==> config.mk <==
export PLATFORM = sky130hd
export DESIGN_NAME = arithmetic_encoder
export DESIGN_NICKNAME = d
export VERILOG_FILES = /design/src/hw/rtl/ae_pkg.sv /design/src/hw/rtl/ae_table_mem.sv /design/src/hw/rtl/ae_divider.sv /design/src/hw/rtl/ae_packer.sv /design/src/hw/rtl/arithmetic_encoder.sv
export SDC_FILE = /design/constraint.sdc
export NUM_CORES = 2
export LEC_CHECK = 0
export ABC_CLOCK_PERIOD_IN_PS = 6600
export BUFFER_PORTS_ARGS = -buffer_cell sky130_fd_sc_hd__buf_2
export CAP_MARGIN = 20
export CORE_MARGIN = 3
export CORE_UTILIZATION = 35
export CTS_CLUSTER_DIAMETER = 120
export DETAILED_ROUTE_END_ITERATION = 10
export HOLD_SLACK_MARGIN = 0.08
export RECOVER_POWER = 100
export REMOVE_ABC_BUFFERS = 1
export SYNTH_ARGS = -nofsm -noshare
export SYNTH_HDL_FRONTEND = slang
export SYNTH_SLANG_ARGS = --single-unit
==> constraint.sdc <==
create_clock -name clk -period 6.6 [get_ports clk]
set_input_delay 0.66 -clock clk [delete_from_list [all_inputs] [get_ports clk]]
set_output_delay 0.66 -clock clk [all_outputs]
set_load 0.02 [all_outputs]
==> src/hw/rtl/ae_pkg.sv <==
// Shared types and constants for the arithmetic encoder.
package ae_pkg;

    localparam int KIND_W        = 2;
    localparam int INDEX_W       = 5;
    localparam int TABLE_VALUE_W = 14;
    localparam int SYMBOL_W      = 5;
    localparam int BYTE_W        = 8;
    localparam int BITS_FREE_W   = 4;

    localparam logic [KIND_W-1:0] KIND_LOAD   = 2'd0;
    localparam logic [KIND_W-1:0] KIND_ENCODE = 2'd1;
    localparam logic [KIND_W-1:0] KIND_FINISH = 2'd2;

    typedef struct packed {
        logic [KIND_W-1:0]        kind;
        logic [INDEX_W-1:0]       table_index;
        logic [TABLE_VALUE_W-1:0] table_value;
        logic [SYMBOL_W-1:0]      symbol;
    } item_t;

    typedef struct packed {
        logic [BYTE_W-1:0] out_byte;
        logic              last;
        logic              follow_overflow;
    } result_t;

    // Command from the sequencer to the bit packer
    typedef struct packed {
        logic push;
        logic flush;
        logic code_bit;
        logic flag;
    } pack_cmd_t;

endpackage

==> src/hw/rtl/ae_table_mem.sv <==
// Cumulative frequency table: one write port, one registered read port.
module ae_table_mem #(
    parameter int DEPTH = 18,
    parameter int AW    = 5,
    parameter int DW    = 14
) (
    input  logic          clk,
    input  logic          we,
    input  logic [AW-1:0] waddr,
    input  logic [DW-1:0] wdata,
    input  logic          re,
    input  logic [AW-1:0] raddr,
    output logic [DW-1:0] rdata
);

    logic [DW-1:0] mem [DEPTH];

    always_ff @(posedge clk)
    begin
        if (we)
        begin
            mem[waddr] <= wdata;
        end
        if (re)
        begin
            rdata <= mem[raddr];
        end
    end

endmodule

==> src/hw/rtl/ae_divider.sv <==
// Two-lane multiply then restoring divide: width*upper/total and width*lower/total.
module ae_divider #(
    parameter int CODE_BITS = 16,
    parameter int FREQ_BITS = 14
) (
    input  logic                 clk,
    input  logic                 rst_n,
    input  logic                 start,
    input  logic [CODE_BITS:0]   width,
    input  logic [FREQ_BITS-1:0] upper,
    input  logic [FREQ_BITS-1:0] lower,
    input  logic [FREQ_BITS-1:0] total,
    output logic                 done,
    output logic [CODE_BITS:0]   q_hi,
    output logic [CODE_BITS:0]   q_lo
);
    import ae_pkg::*;

    localparam int QW   = CODE_BITS + 1;
    localparam int PW   = QW + FREQ_BITS;
    localparam int CNTW = $clog2(QW + 1);

    logic [PW-1:0]      acc_reg [2];
    logic [PW-1:0]      acc_next [2];
    logic [CNTW-1:0]    cnt_reg, cnt_next;
    logic               busy_reg, busy_next;
    logic [FREQ_BITS:0] trial [2];
    logic [FREQ_BITS:0] rem [2];
    logic               ge [2];

    // Quotient fits in QW bits since upper <= total, so the top FREQ_BITS of
    // the product already sit below total and only QW steps are needed.
    always_comb
    begin
        for (int i = 0; i < 2; i++)
        begin
            trial[i] = {acc_reg[i][PW-1:QW], acc_reg[i][CODE_BITS]};
            ge[i]    = trial[i] >= {1'b0, total};
            rem[i]   = ge[i] ? trial[i] - {1'b0, total} : trial[i];
            acc_next[i] = {rem[i][FREQ_BITS-1:0], acc_reg[i][CODE_BITS-1:0], ge[i]};
        end
        busy_next = busy_reg;
        cnt_next  = cnt_reg;
        if (start)
        begin
            busy_next = 1'b1;
            cnt_next  = CNTW'(QW);
        end
        else if (busy_reg)
        begin
            if (cnt_reg == '0)
            begin
                busy_next = 1'b0;
            end
            else
            begin
                cnt_next = cnt_reg - CNTW'(1);
            end
        end
    end

    always_ff @(posedge clk or negedge rst_n)
    begin
        if (!rst_n)
        begin
            busy_reg <= 1'b0;
            cnt_reg  <= '0;
        end
        else
        begin
            busy_reg <= busy_next;
            cnt_reg  <= cnt_next;
        end
    end

    always_ff @(posedge clk)
    begin
        if (start)
        begin
            acc_reg[0] <= PW'(width) * PW'(upper);
            acc_reg[1] <= PW'(width) * PW'(lower);
        end
        else if (busy_reg && cnt_reg != '0)
        begin
            acc_reg[0] <= acc_next[0];
            acc_reg[1] <= acc_next[1];
        end
    end

    assign done = busy_reg && cnt_reg == '0;
    assign q_hi = acc_reg[0][CODE_BITS:0];
    assign q_lo = acc_reg[1][CODE_BITS:0];

endmodule

==> src/hw/rtl/ae_packer.sv <==
// Bit packer: shifts code bits into bytes, first bit in bit 0, and holds the output register.
module ae_packer (
    input  logic              clk,
    input  logic              rst_n,
    input  ae_pkg::pack_cmd_t cmd,
    output logic              cmd_ready,
    output logic              result_valid,
    input  logic              result_ready,
    output ae_pkg::result_t   result
);
    import ae_pkg::*;

    logic [BYTE_W-1:0]      buf_reg, buf_next;
    logic [BITS_FREE_W-1:0] bits_free_reg, bits_free_next;
    logic                   valid_reg, valid_next;
    result_t                res_reg, res_next;
    logic                   slot_free;
    logic                   byte_full;
    logic                   emit;
    logic [BYTE_W-1:0]      shifted;

    assign slot_free = !valid_reg || result_ready;
    assign byte_full = bits_free_reg == BITS_FREE_W'(1);
    assign shifted   = {cmd.code_bit, buf_reg[BYTE_W-1:1]};
    assign cmd_ready = slot_free || (cmd.push && !byte_full);

    always_comb
    begin
        buf_next       = buf_reg;
        bits_free_next = bits_free_reg;
        res_next       = res_reg;
        emit           = 1'b0;
        if (cmd.push && cmd_ready)
        begin
            buf_next = shifted;
            if (byte_full)
            begin
                emit           = 1'b1;
                res_next       = '{out_byte: shifted, last: 1'b0, follow_overflow: cmd.flag};
                bits_free_next = BITS_FREE_W'(BYTE_W);
            end
            else
            begin
                bits_free_next = bits_free_reg - BITS_FREE_W'(1);
            end
        end
        else if (cmd.flush && cmd_ready)
        begin
            // partial byte right-aligned; an empty one comes out as zero
            emit           = 1'b1;
            res_next       = '{out_byte: buf_reg >> bits_free_reg, last: 1'b1,
                               follow_overflow: cmd.flag};
            buf_next       = '0;
            bits_free_next = BITS_FREE_W'(BYTE_W);
        end
        valid_next = emit ? 1'b1 : (result_ready ? 1'b0 : valid_reg);
    end

    always_ff @(posedge clk or negedge rst_n)
    begin
        if (!rst_n)
        begin
            buf_reg       <= '0;
            bits_free_reg <= BITS_FREE_W'(BYTE_W);
            valid_reg     <= 1'b0;
        end
        else
        begin
            buf_reg       <= buf_next;
            bits_free_reg <= bits_free_next;
            valid_reg     <= valid_next;
        end
    end

    always_ff @(posedge clk)
    begin
        res_reg <= res_next;
    end

    assign result_valid = valid_reg;
    assign result       = res_reg;

endmodule

==> src/hw/rtl/arithmetic_encoder.sv <==
// Top level of the static-model arithmetic encoder for symbols 1 to SYMBOLS.
//
//   channel | direction | handshake                   | payload
//   item    | in        | item_valid / item_ready     | ae_pkg::item_t
//   result  | out       | result_valid / result_ready | ae_pkg::result_t
//
// Load: a single table write. Encode: upper and lower table reads, an interval check, the
// iterative divide, then renormalisation steps, each emitted bit followed by its pending
// follow bits. Finish: one closing bit, its pending follow bits, then the final byte flush.
// The coder takes a new item only in the idle state, after the last one is through.
// Reset clears the coder; table entries are undefined until loaded.
// A full output register stalls the sequencer only when a byte completes or the stream closes.
module arithmetic_encoder #(
    parameter int CODE_BITS  = 16,
    parameter int SYMBOLS    = 17,
    parameter int FREQ_BITS  = 14,
    parameter int MAX_FOLLOW = 255
) (
    input  logic            clk,
    input  logic            rst_n,
    input  logic            item_valid,
    output logic            item_ready,
    input  ae_pkg::item_t   item,
    output logic            result_valid,
    input  logic            result_ready,
    output ae_pkg::result_t result
);
    import ae_pkg::*;

    localparam int DEPTH = SYMBOLS + 1;
    localparam int AW    = $clog2(DEPTH);
    localparam int FW    = $clog2(MAX_FOLLOW + 1);
    localparam int WW    = CODE_BITS + 1;
    localparam int GW    = $clog2(CODE_BITS + 2);

    localparam logic [CODE_BITS-1:0] HALF  = CODE_BITS'(1) << (CODE_BITS - 1);
    localparam logic [CODE_BITS-1:0] QTR   = CODE_BITS'(1) << (CODE_BITS - 2);
    localparam logic [CODE_BITS-1:0] TQTR  = HALF | QTR;
    localparam logic [FW-1:0]        FOLLOW_MAX  = FW'(MAX_FOLLOW);
    localparam logic [GW-1:0]        GUARD_LIMIT = GW'(CODE_BITS + 1);

    typedef enum logic [8:0] {
        S_IDLE     = 9'b000000001,
        S_RD_UPPER = 9'b000000010,
        S_RD_LOWER = 9'b000000100,
        S_CHECK    = 9'b000001000,
        S_DIVIDE   = 9'b000010000,
        S_RENORM   = 9'b000100000,
        S_FOLLOW   = 9'b001000000,
        S_FIN_PUSH = 9'b010000000,
        S_FIN_BYTE = 9'b100000000
    } state_t;

    state_t                 state_reg, state_next;
    logic [CODE_BITS-1:0]   low_reg, low_next;
    logic [CODE_BITS-1:0]   high_reg, high_next;
    logic [FW-1:0]          pending_reg, pending_next;
    logic                   sat_reg, sat_next;
    logic [GW-1:0]          guard_reg, guard_next;
    logic                   fin_reg, fin_next;
    logic                   follow_bit_reg, follow_bit_next;
    logic [AW-1:0]          sym_reg, sym_next;
    logic [FREQ_BITS-1:0]   total_reg, total_next;
    logic [FREQ_BITS-1:0]   upper_reg, upper_next;
    logic [WW-1:0]          width_reg, width_next;

    logic                   mem_we, mem_re;
    logic [AW-1:0]          mem_raddr;
    logic [FREQ_BITS-1:0]   mem_rdata;

    logic                   div_start, div_done;
    logic [WW-1:0]          q_hi, q_lo;
    logic [WW-1:0]          nhi, nlo, nhi_m1;

    pack_cmd_t              pk_cmd;
    logic                   pk_ready;

    logic                   idx_ok, sym_ok, interval_ok;
    logic                   below_half, above_half, middle;
    logic [CODE_BITS-1:0]   sub_val, low_sub, high_sub, low_sh, high_sh;
    logic                   fin_bit;

    assign item_ready = state_reg == S_IDLE;

    assign idx_ok = 32'(item.table_index) <= SYMBOLS;
    assign sym_ok = item.symbol != '0 && 32'(item.symbol) <= SYMBOLS;
    assign interval_ok = total_reg != '0 && mem_rdata < upper_reg && upper_reg <= total_reg;

    assign nhi    = {1'b0, low_reg} + q_hi;
    assign nlo    = {1'b0, low_reg} + q_lo;
    assign nhi_m1 = nhi - WW'(1);

    assign below_half = high_reg < HALF;
    assign above_half = low_reg >= HALF;
    assign middle     = low_reg >= QTR && high_reg < TQTR;
    // a lower-half step shifts only, even when the middle test also holds
    assign sub_val    = above_half ? HALF : ((middle && !below_half) ? QTR : '0);
    assign low_sub    = low_reg - sub_val;
    assign high_sub   = high_reg - sub_val;
    assign low_sh     = {low_sub[CODE_BITS-2:0], 1'b0};
    assign high_sh    = {high_sub[CODE_BITS-2:0], 1'b1};
    assign fin_bit    = low_reg >= QTR;

    // Table writes happen only at an accepted load and reads only for an encode item, so a
    // read never meets a write to the same entry.
    ae_table_mem #(
        .DEPTH (DEPTH),
        .AW    (AW),
        .DW    (FREQ_BITS)
    ) u_table (
        .clk   (clk),
        .we    (mem_we),
        .waddr (AW'(item.table_index)),
        .wdata (item.table_value[FREQ_BITS-1:0]),
        .re    (mem_re),
        .raddr (mem_raddr),
        .rdata (mem_rdata)
    );

    ae_divider #(
        .CODE_BITS (CODE_BITS),
        .FREQ_BITS (FREQ_BITS)
    ) u_divider (
        .clk   (clk),
        .rst_n (rst_n),
        .start (div_start),
        .width (width_reg),
        .upper (upper_reg),
        .lower (mem_rdata),
        .total (total_reg),
        .done  (div_done),
        .q_hi  (q_hi),
        .q_lo  (q_lo)
    );

    ae_packer u_packer (
        .clk          (clk),
        .rst_n        (rst_n),
        .cmd          (pk_cmd),
        .cmd_ready    (pk_ready),
        .result_valid (result_valid),
        .result_ready (result_ready),
        .result       (result)
    );

    always_comb
    begin
        state_next      = state_reg;
        low_next        = low_reg;
        high_next       = high_reg;
        pending_next    = pending_reg;
        sat_next        = sat_reg;
        guard_next      = guard_reg;
        fin_next        = fin_reg;
        follow_bit_next = follow_bit_reg;
        sym_next        = sym_reg;
        total_next      = total_reg;
        upper_next      = upper_reg;
        width_next      = width_reg;
        mem_we          = 1'b0;
        mem_re          = 1'b0;
        mem_raddr       = '0;
        div_start       = 1'b0;
        pk_cmd          = '0;
        pk_cmd.flag     = sat_reg;

        unique case (state_reg)
            S_IDLE:
            begin
                if (item_valid)
                begin
                    unique case (item.kind)
                        KIND_LOAD:
                        begin
                            mem_we = idx_ok;
                        end
                        KIND_ENCODE:
                        begin
                            sat_next = 1'b0;
                            if (sym_ok)
                            begin
                                mem_re     = 1'b1;
                                sym_next   = AW'(item.symbol);
                                state_next = S_RD_UPPER;
                            end
                        end
                        KIND_FINISH:
                        begin
                            // closing step counts one more follow bit
                            if (pending_reg >= FOLLOW_MAX)
                            begin
                                sat_next = 1'b1;
                            end
                            else
                            begin
                                sat_next     = 1'b0;
                                pending_next = pending_reg + FW'(1);
                            end
                            state_next = S_FIN_PUSH;
                        end
                        default:
                        begin
                        end
                    endcase
                end
            end
            S_RD_UPPER:
            begin
                total_next = mem_rdata;
                width_next = WW'(high_reg) - WW'(low_reg) + WW'(1);
                mem_re     = 1'b1;
                mem_raddr  = sym_reg - AW'(1);
                state_next = S_RD_LOWER;
            end
            S_RD_LOWER:
            begin
                upper_next = mem_rdata;
                mem_re     = 1'b1;
                mem_raddr  = sym_reg;
                state_next = S_CHECK;
            end
            S_CHECK:
            begin
                if (interval_ok)
                begin
                    div_start  = 1'b1;
                    state_next = S_DIVIDE;
                end
                else
                begin
                    state_next = S_IDLE;
                end
            end
            S_DIVIDE:
            begin
                if (div_done)
                begin
                    if (nhi > nlo)
                    begin
                        high_next  = nhi_m1[CODE_BITS-1:0];
                        low_next   = nlo[CODE_BITS-1:0];
                        guard_next = '0;
                        state_next = S_RENORM;
                    end
                    else
                    begin
                        state_next = S_IDLE;
                    end
                end
            end
            S_RENORM:
            begin
                priority if (guard_reg == GUARD_LIMIT)
                begin
                    state_next = S_IDLE;
                end
                else if (below_half || above_half)
                begin
                    pk_cmd.push     = 1'b1;
                    pk_cmd.code_bit = above_half;
                    if (pk_ready)
                    begin
                        low_next        = low_sh;
                        high_next       = high_sh;
                        guard_next      = guard_reg + GW'(1);
                        follow_bit_next = !above_half;
                        fin_next        = 1'b0;
                        if (pending_reg != '0)
                        begin
                            state_next = S_FOLLOW;
                        end
                    end
                end
                else if (middle)
                begin
                    if (pending_reg >= FOLLOW_MAX)
                    begin
                        sat_next = 1'b1;
                    end
                    else
                    begin
                        pending_next = pending_reg + FW'(1);
                    end
                    low_next   = low_sh;
                    high_next  = high_sh;
                    guard_next = guard_reg + GW'(1);
                end
                else
                begin
                    state_next = S_IDLE;
                end
            end
            S_FOLLOW:
            begin
                pk_cmd.push     = 1'b1;
                pk_cmd.code_bit = follow_bit_reg;
                if (pk_ready)
                begin
                    pending_next = pending_reg - FW'(1);
                    if (pending_reg == FW'(1))
                    begin
                        state_next = fin_reg ? S_FIN_BYTE : S_RENORM;
                    end
                end
            end
            S_FIN_PUSH:
            begin
                pk_cmd.push     = 1'b1;
                pk_cmd.code_bit = fin_bit;
                if (pk_ready)
                begin
                    follow_bit_next = !fin_bit;
                    fin_next        = 1'b1;
                    state_next      = (pending_reg != '0) ? S_FOLLOW : S_FIN_BYTE;
                end
            end
            S_FIN_BYTE:
            begin
                pk_cmd.flush = 1'b1;
                if (pk_ready)
                begin
                    low_next     = '0;
                    high_next    = '1;
                    pending_next = '0;
                    state_next   = S_IDLE;
                end
            end
            default:
            begin
                state_next = S_IDLE;
            end
        endcase
    end

    always_ff @(posedge clk or negedge rst_n)
    begin
        if (!rst_n)
        begin
            state_reg   <= S_IDLE;
            low_reg     <= '0;
            high_reg    <= '1;
            pending_reg <= '0;
            sat_reg     <= 1'b0;
            guard_reg   <= '0;
            fin_reg     <= 1'b0;
        end
        else
        begin
            state_reg   <= state_next;
            low_reg     <= low_next;
            high_reg    <= high_next;
            pending_reg <= pending_next;
            sat_reg     <= sat_next;
            guard_reg   <= guard_next;
            fin_reg     <= fin_next;
        end
    end

    always_ff @(posedge clk)
    begin
        follow_bit_reg <= follow_bit_next;
        sym_reg        <= sym_next;
        total_reg      <= total_next;
        upper_reg      <= upper_next;
        width_reg      <= width_next;
    end

endmodule

After elaboration in Yosys (flattened, before gate mapping):

Memories as Yosys holds them, arrays and structs flattened. A register that Yosys moved wholly into a read port is not among the register bits.
Index checks and enable logic that the tools add are counted.

* bits in registers: 136
* latch bits: 0
* memory bits (writable): 314
* ROM bits: 0
* input port bits: 30
* word-level logic and storage cells: 251
* memories kept: 2

* add/sub/neg operators: 15
* multipliers: 2
* div/mod/pow operators: 0
* $lt $le $gt $ge: 12
* equality and inequality tests: 37
* shift operators: 1
* mux-type cells: 117
* bitwise logic cells: 2
* reductions and logical operators: 43

Memory list
* u_table.mem: depth 18, width 14, rd ports 1, clocked after memory_dff 1, wr ports 1, line ae_table_mem.sv:16 `logic [DW-1:0] mem [DEPTH];`
* u_divider.acc_reg: depth 2, width 31, rd ports 2, clocked after memory_dff 0, wr ports 2, line ae_divider.sv:23 `logic [PW-1:0] acc_reg [2];`

Operator list (count)
* 16-bit 2-to-1 mux: 14
* 9-bit 2-to-1 mux: 14
* 16-bit case mux with 3 select lines: 2
* 9-bit case mux with 9 select lines: 1
* 8-bit 2-to-1 mux: 10
* 17-bit by 14-bit multiplier with 31-bit output: 2
* 31-bit 2-to-1 mux: 2
* 5-bit 2-to-1 mux: 10
* 1-bit 2-to-1 mux: 42
* 16-bit by 17-bit adder with 17-bit output: 2
* 16-bit less-than comparator, second input constant: 2
* 8-bit case mux with 4 select lines: 1
* 15-bit by 14-bit greater-or-equal comparator with 1-bit output: 2
* 10-bit 2-to-1 mux: 3
* 15-bit 2-to-1 mux: 2
* 15-bit subtractor: 2
* 14-bit 2-to-1 mux: 2
* 14-bit subtractor: 2
* 2-bit inequality test, second input constant: 10
* 5-bit case mux with 2 select lines: 2
* 9-bit case mux with 2 select lines: 1
* 17-bit by 1-bit adder with 17-bit output, second input constant: 1
* 17-bit > comparator: 1
* 16-bit by 16-bit subtractor with 17-bit output: 1
* 57 further kinds: 98

Longest topological paths before layout:

* depth in word-level cells: 11
* mapped depth: 25
* mapped depth without buffers: 23

Hierarchy:

Synthesis repeated with hierarchy kept, for this count alone.

* cells, all modules: 3820
* area total of the unflattened synthesis: 40289.9 um^2

Modules (own cells, without submodules)
* ae_divider: instances 1, cells an instance 2276, area each 20116.8 um^2
* ae_table_mem: instances 1, cells an instance 478, area each 10183.5 um^2
* arithmetic_encoder: instances 1, cells an instance 966, area each 8809.7 um^2
* ae_packer: instances 1, cells an instance 100, area each 1179.9 um^2

Least setup slack after synthesis:

Ideal clock, no wire load.

* kind: register -> register
* start: register width_reg[5]
* end: memory u_divider.acc_reg[0][30] (netlist name), data pin
* arrival: 6.201 ns
* required time: 6.337 ns
* path slack: 0.136 ns
* stages on the path, launching flop included: 26
* buffers on the path: 2
* path through: edfxtp_1 -> clkbuf_1 -> clkbuf_1 -> and2_1 -> fa_1 -> inv_1 -> fa_1 -> inv_1 -> fa_1 -> inv_1 -> fa_1 -> inv_1 -> fa_1 -> inv_1 -> fa_1 -> inv_1 -> ha_1 -> o211ai_1 -> o211ai_1 -> o21ai_0 -> o31ai_1 -> a31oi_1 -> o21ai_0 -> a221o_1 -> xnor2_1 -> mux2i_1

RTL lines
* from (decl): line arithmetic_encoder.sv:65 `logic [WW-1:0] width_reg, width_next;`
* from (signal assigned): line arithmetic_encoder.sv:365 `width_reg <= width_next;`
* to (decl): line ae_divider.sv:23

==> metrics.csv <==
stage;metric;value;unit
detailed_routing;routed length per instance;18.4;um
floorplan;Die Y;343;um
place;final RePlAce weighted congestion;0.847;
synth;sequential element share of the synthesized area;34.1;%
synth;Yosys reg bits;464;
detailed_routing;via count;28400;
status;failing checks;max-capacitance violations, max-slew violations;
detailed_routing;final wirelength;101000;um
critical_path;crit path buf inv count;4;
status;outcome;complete, but fails checks;
synth;Post-synth EDFFs;389;
timing;RSZ-0062 raised after global routing;yes;
global_route;first-pass GRT wire length;163000;um
critical_path;critical path's slowest cell;edfxtp_1;
floorplan;core area;0.113;sq mm
timing;final worst-path cycle share;96.6;%
timing;fin crit period;6.37;ns
critical_path;Critical Path Sink Type;flop;
clocking;Clock Pin Slew Worst Setup and Hold Paths;0.06;ns
finish;fin nets;4712;
timing;Final Max Slew Viols;176;
synth;cell area after synthesis;0.0398;sq mm
finish;share of cells above drive strength 1;9.24;%
critical_path;Crit path required time;6.93;ns
global_route;antenna violations before repair;0;
clocking;H-tree depth;2;
timing;Clock Skew;0.0434;ns
finish;commonest non-fill, non-tap cells in the layout;inv_1 (470), nand2_1 (470), edfxtp_1 (389);
finish;number of inserted diodes;0;
synth;Syn Area/Cell;10.2;sq um
floorplan;initial core utilization;35.3;%
detailed_routing;Initial DRT Pass Iterations;5;
critical_path;Largest stage delay, worst path;0.59;ns
detailed_routing;Iter 0 DRT Violations;1791;
critical_path;Critical Path Fanout Max;25;
global_route;vias in the first global route;29100;
synth;post-synthesis cell count;3887;
run;Maximum Capacitance Violations;8;
critical_path;Critical Path Most Common Cell;fa_1;
timing;Max Freq;157;MHz
synth;synth unique cells;94;
clocking;clock latency on the worst-skew pair;0.64;ns
timing;fin worst setup slack;0.227;ns
synth;yosys warns;0;
place;Setup WS pre-CTS;-0.0963;ns
synth;top_reg_cell synth;edfxtp_1;
detailed_routing;Post-DRT Antenna Nets;0;
critical_path;critical path launch point type;flop;
global_route;pin count of the biggest net entering global routing;127;
place;Port-buffer cells;41;
timing;worst-margin pin slew;3.55;ns
timing;max_slew headroom;-136;%
global_route;gr usage total;17.4;%
clocking;Clock Path Buffers;3;
critical_path;CP Data Arrival Time;6.70;ns
critical_path;Cell Chain, Critical Path;buf_4 -> nand2_1 -> fa_1 -> inv_1 -> fa_1 -> fa_1 -> fa_1 -> fa_1 -> ha_1 -> ha_1 -> inv_1 -> nor2_1 -> or4_1 -> a31oi_4 -> o21ai_1 -> buf_4 -> a221o_1 -> xnor2_1 -> mux2i_1;
detailed_routing;DR vias/cell;5.13;
floorplan;width of the die;343;um
timing;Final setup viols;0;
finish;max FFs per register;252;
clocking;CTS buffer count;55;
timing;final hold vios;0;
clocking;clock root buffer;clkbuf_16;
clocking;CTS Sinks;464;
place;post-DP HPWL;75400;um
floorplan;DIE AREA;0.118;sq mm
floorplan;I/O pin cnt;42;
critical_path;Top Family by Delay on Critical Path;adder cells;
floorplan;row count;123;
finish;area grow syn2layout;12.1;%
detailed_routing;drt drc;0;
global_route;GRT overflow;0;
synth;Post-synth ARST share;16.2;%
finish;filler instances;11000;
critical_path;crit path kind;reg -> reg;
hold_path;Hold Crit Class;in -> reg;
clocking;CTS tree;yes;
==> final timing paths <==
path                               startpoint                       end  slack (ns)  cells after the start
worst max-delay path            width_reg[14]  u_divider.acc_reg[0][30]        0.23                     19
worst min-delay path                  item[3]                sym_reg[3]        0.23                      1
min in group asynchronous               rst_n       u_packer.buf_reg[7]        0.69                      2
worst min register to register        sat_reg        u_packer.result[0]        0.48                      0
max in group asynchronous               rst_n              guard_reg[0]        2.04                      3
worst max register to register  width_reg[14]  u_divider.acc_reg[0][30]        0.23                     19
==> synthesized netlist by cell type (all sizes together), types with 53 or more instances <==
| cell | count | area share [%] |
|---|---|---|
| fa | 359 | 18 |
| nor2 | 163 | 1.5 |
| inv | 479 | 4.5 |
| nand2 | 475 | 4.5 |
| mux2i | 63 | 1.6 |
| a31oi | 53 | 0.83 |
| edfxtp | 389 | 29 |
| and2 | 288 | 4.5 |
| dfrtp | 57 | 3.6 |
| a211oi | 144 | 2.7 |
| xnor2 | 85 | 1.9 |
| a21oi | 163 | 2.0 |
| ha | 337 | 11 |
| o21ai | 120 | 1.5 |
| clkbuf | 138 | 1.3 |
==> layout make-up <==
type | count | area [sq um] | share of cell area, %
Multi-Input combinational cell | 2763 | 24000 | 53.7
Sequential cell | 464 | 13600 | 30.4
Tap cell | 1500 | 1880 | 4.21
Inverter | 479 | 1800 | 4.03
Timing Repair Buffer | 223 | 1640 | 3.68
Clock buffer | 65 | 1410 | 3.17
Clock inverter | 34 | 325 | 0.729
==> cells by family after synthesis <==
family / Yosys count / synth area share, %
AO/OA/AOI/OAI: 689 / 11.4
multiplexers: 76 / 1.95
buffers and inverters: 660 / 6.46
XOR/XNOR: 134 / 2.95
flip-flops: 464 / 34.1
AND/OR/NAND/NOR: 1168 / 14.5
adder cells (fa/ha/maj): 696 / 28.6
==> metal layers <==
layer	part of all wire (%)	vias to the layer above	global-route usage, %
met2	47	577	28.8
met1	46	14300	24.6
met4	1.6	0	3.09
met3	5.1	103	2.56
met5	0	-	0
li1	-	13400	-
==> metrics by stage <==
stage	hold slack (ns)	cells	area (sq um)	TNS [ns]	util [%]
floorplan	0.364	3706	39000	-19.44	-
global placement	0.451	5413	42600	0	37.8
global route	0.207	5528	44600	-0.0547	39.6
detailed placement	0.464	5413	42600	-0.161	37.8
CTS	0.188	5514	44400	0	39.4
finish	0.230	5528	44600	0	39.6
==> worst reg2reg max path, cell delays in order, from the launching register on <==
cell and delay, ns:
edfxtp_1 0.59, buf_4 0.45, nand2_1 0.15, fa_1 0.52
inv_1 0.05, fa_1 0.50, fa_1 0.55, fa_1 0.45
fa_1 0.44, ha_1 0.29, ha_1 0.36, inv_1 0.19
nor2_1 0.09, or4_1 0.46, a31oi_4 0.19, o21ai_1 0.09
buf_4 0.14, a221o_1 0.32, xnor2_1 0.17, mux2i_1 0.09
==> repair_timing <==
item / 4_1_cts / 5_1_grt
endpoints found under the setup margin: 7 / 20
hold endpoints to repair: 0 / 13
gates cloned: 0 / 1
resized for setup: 5 / 78
hold buffers: 0 / 1
pin swaps: 1 / 50
setup buffers: 2 / 11
Power is not shown: default switching activity piles up to over one toggle a cycle in this logic, so the estimate is an artifact.
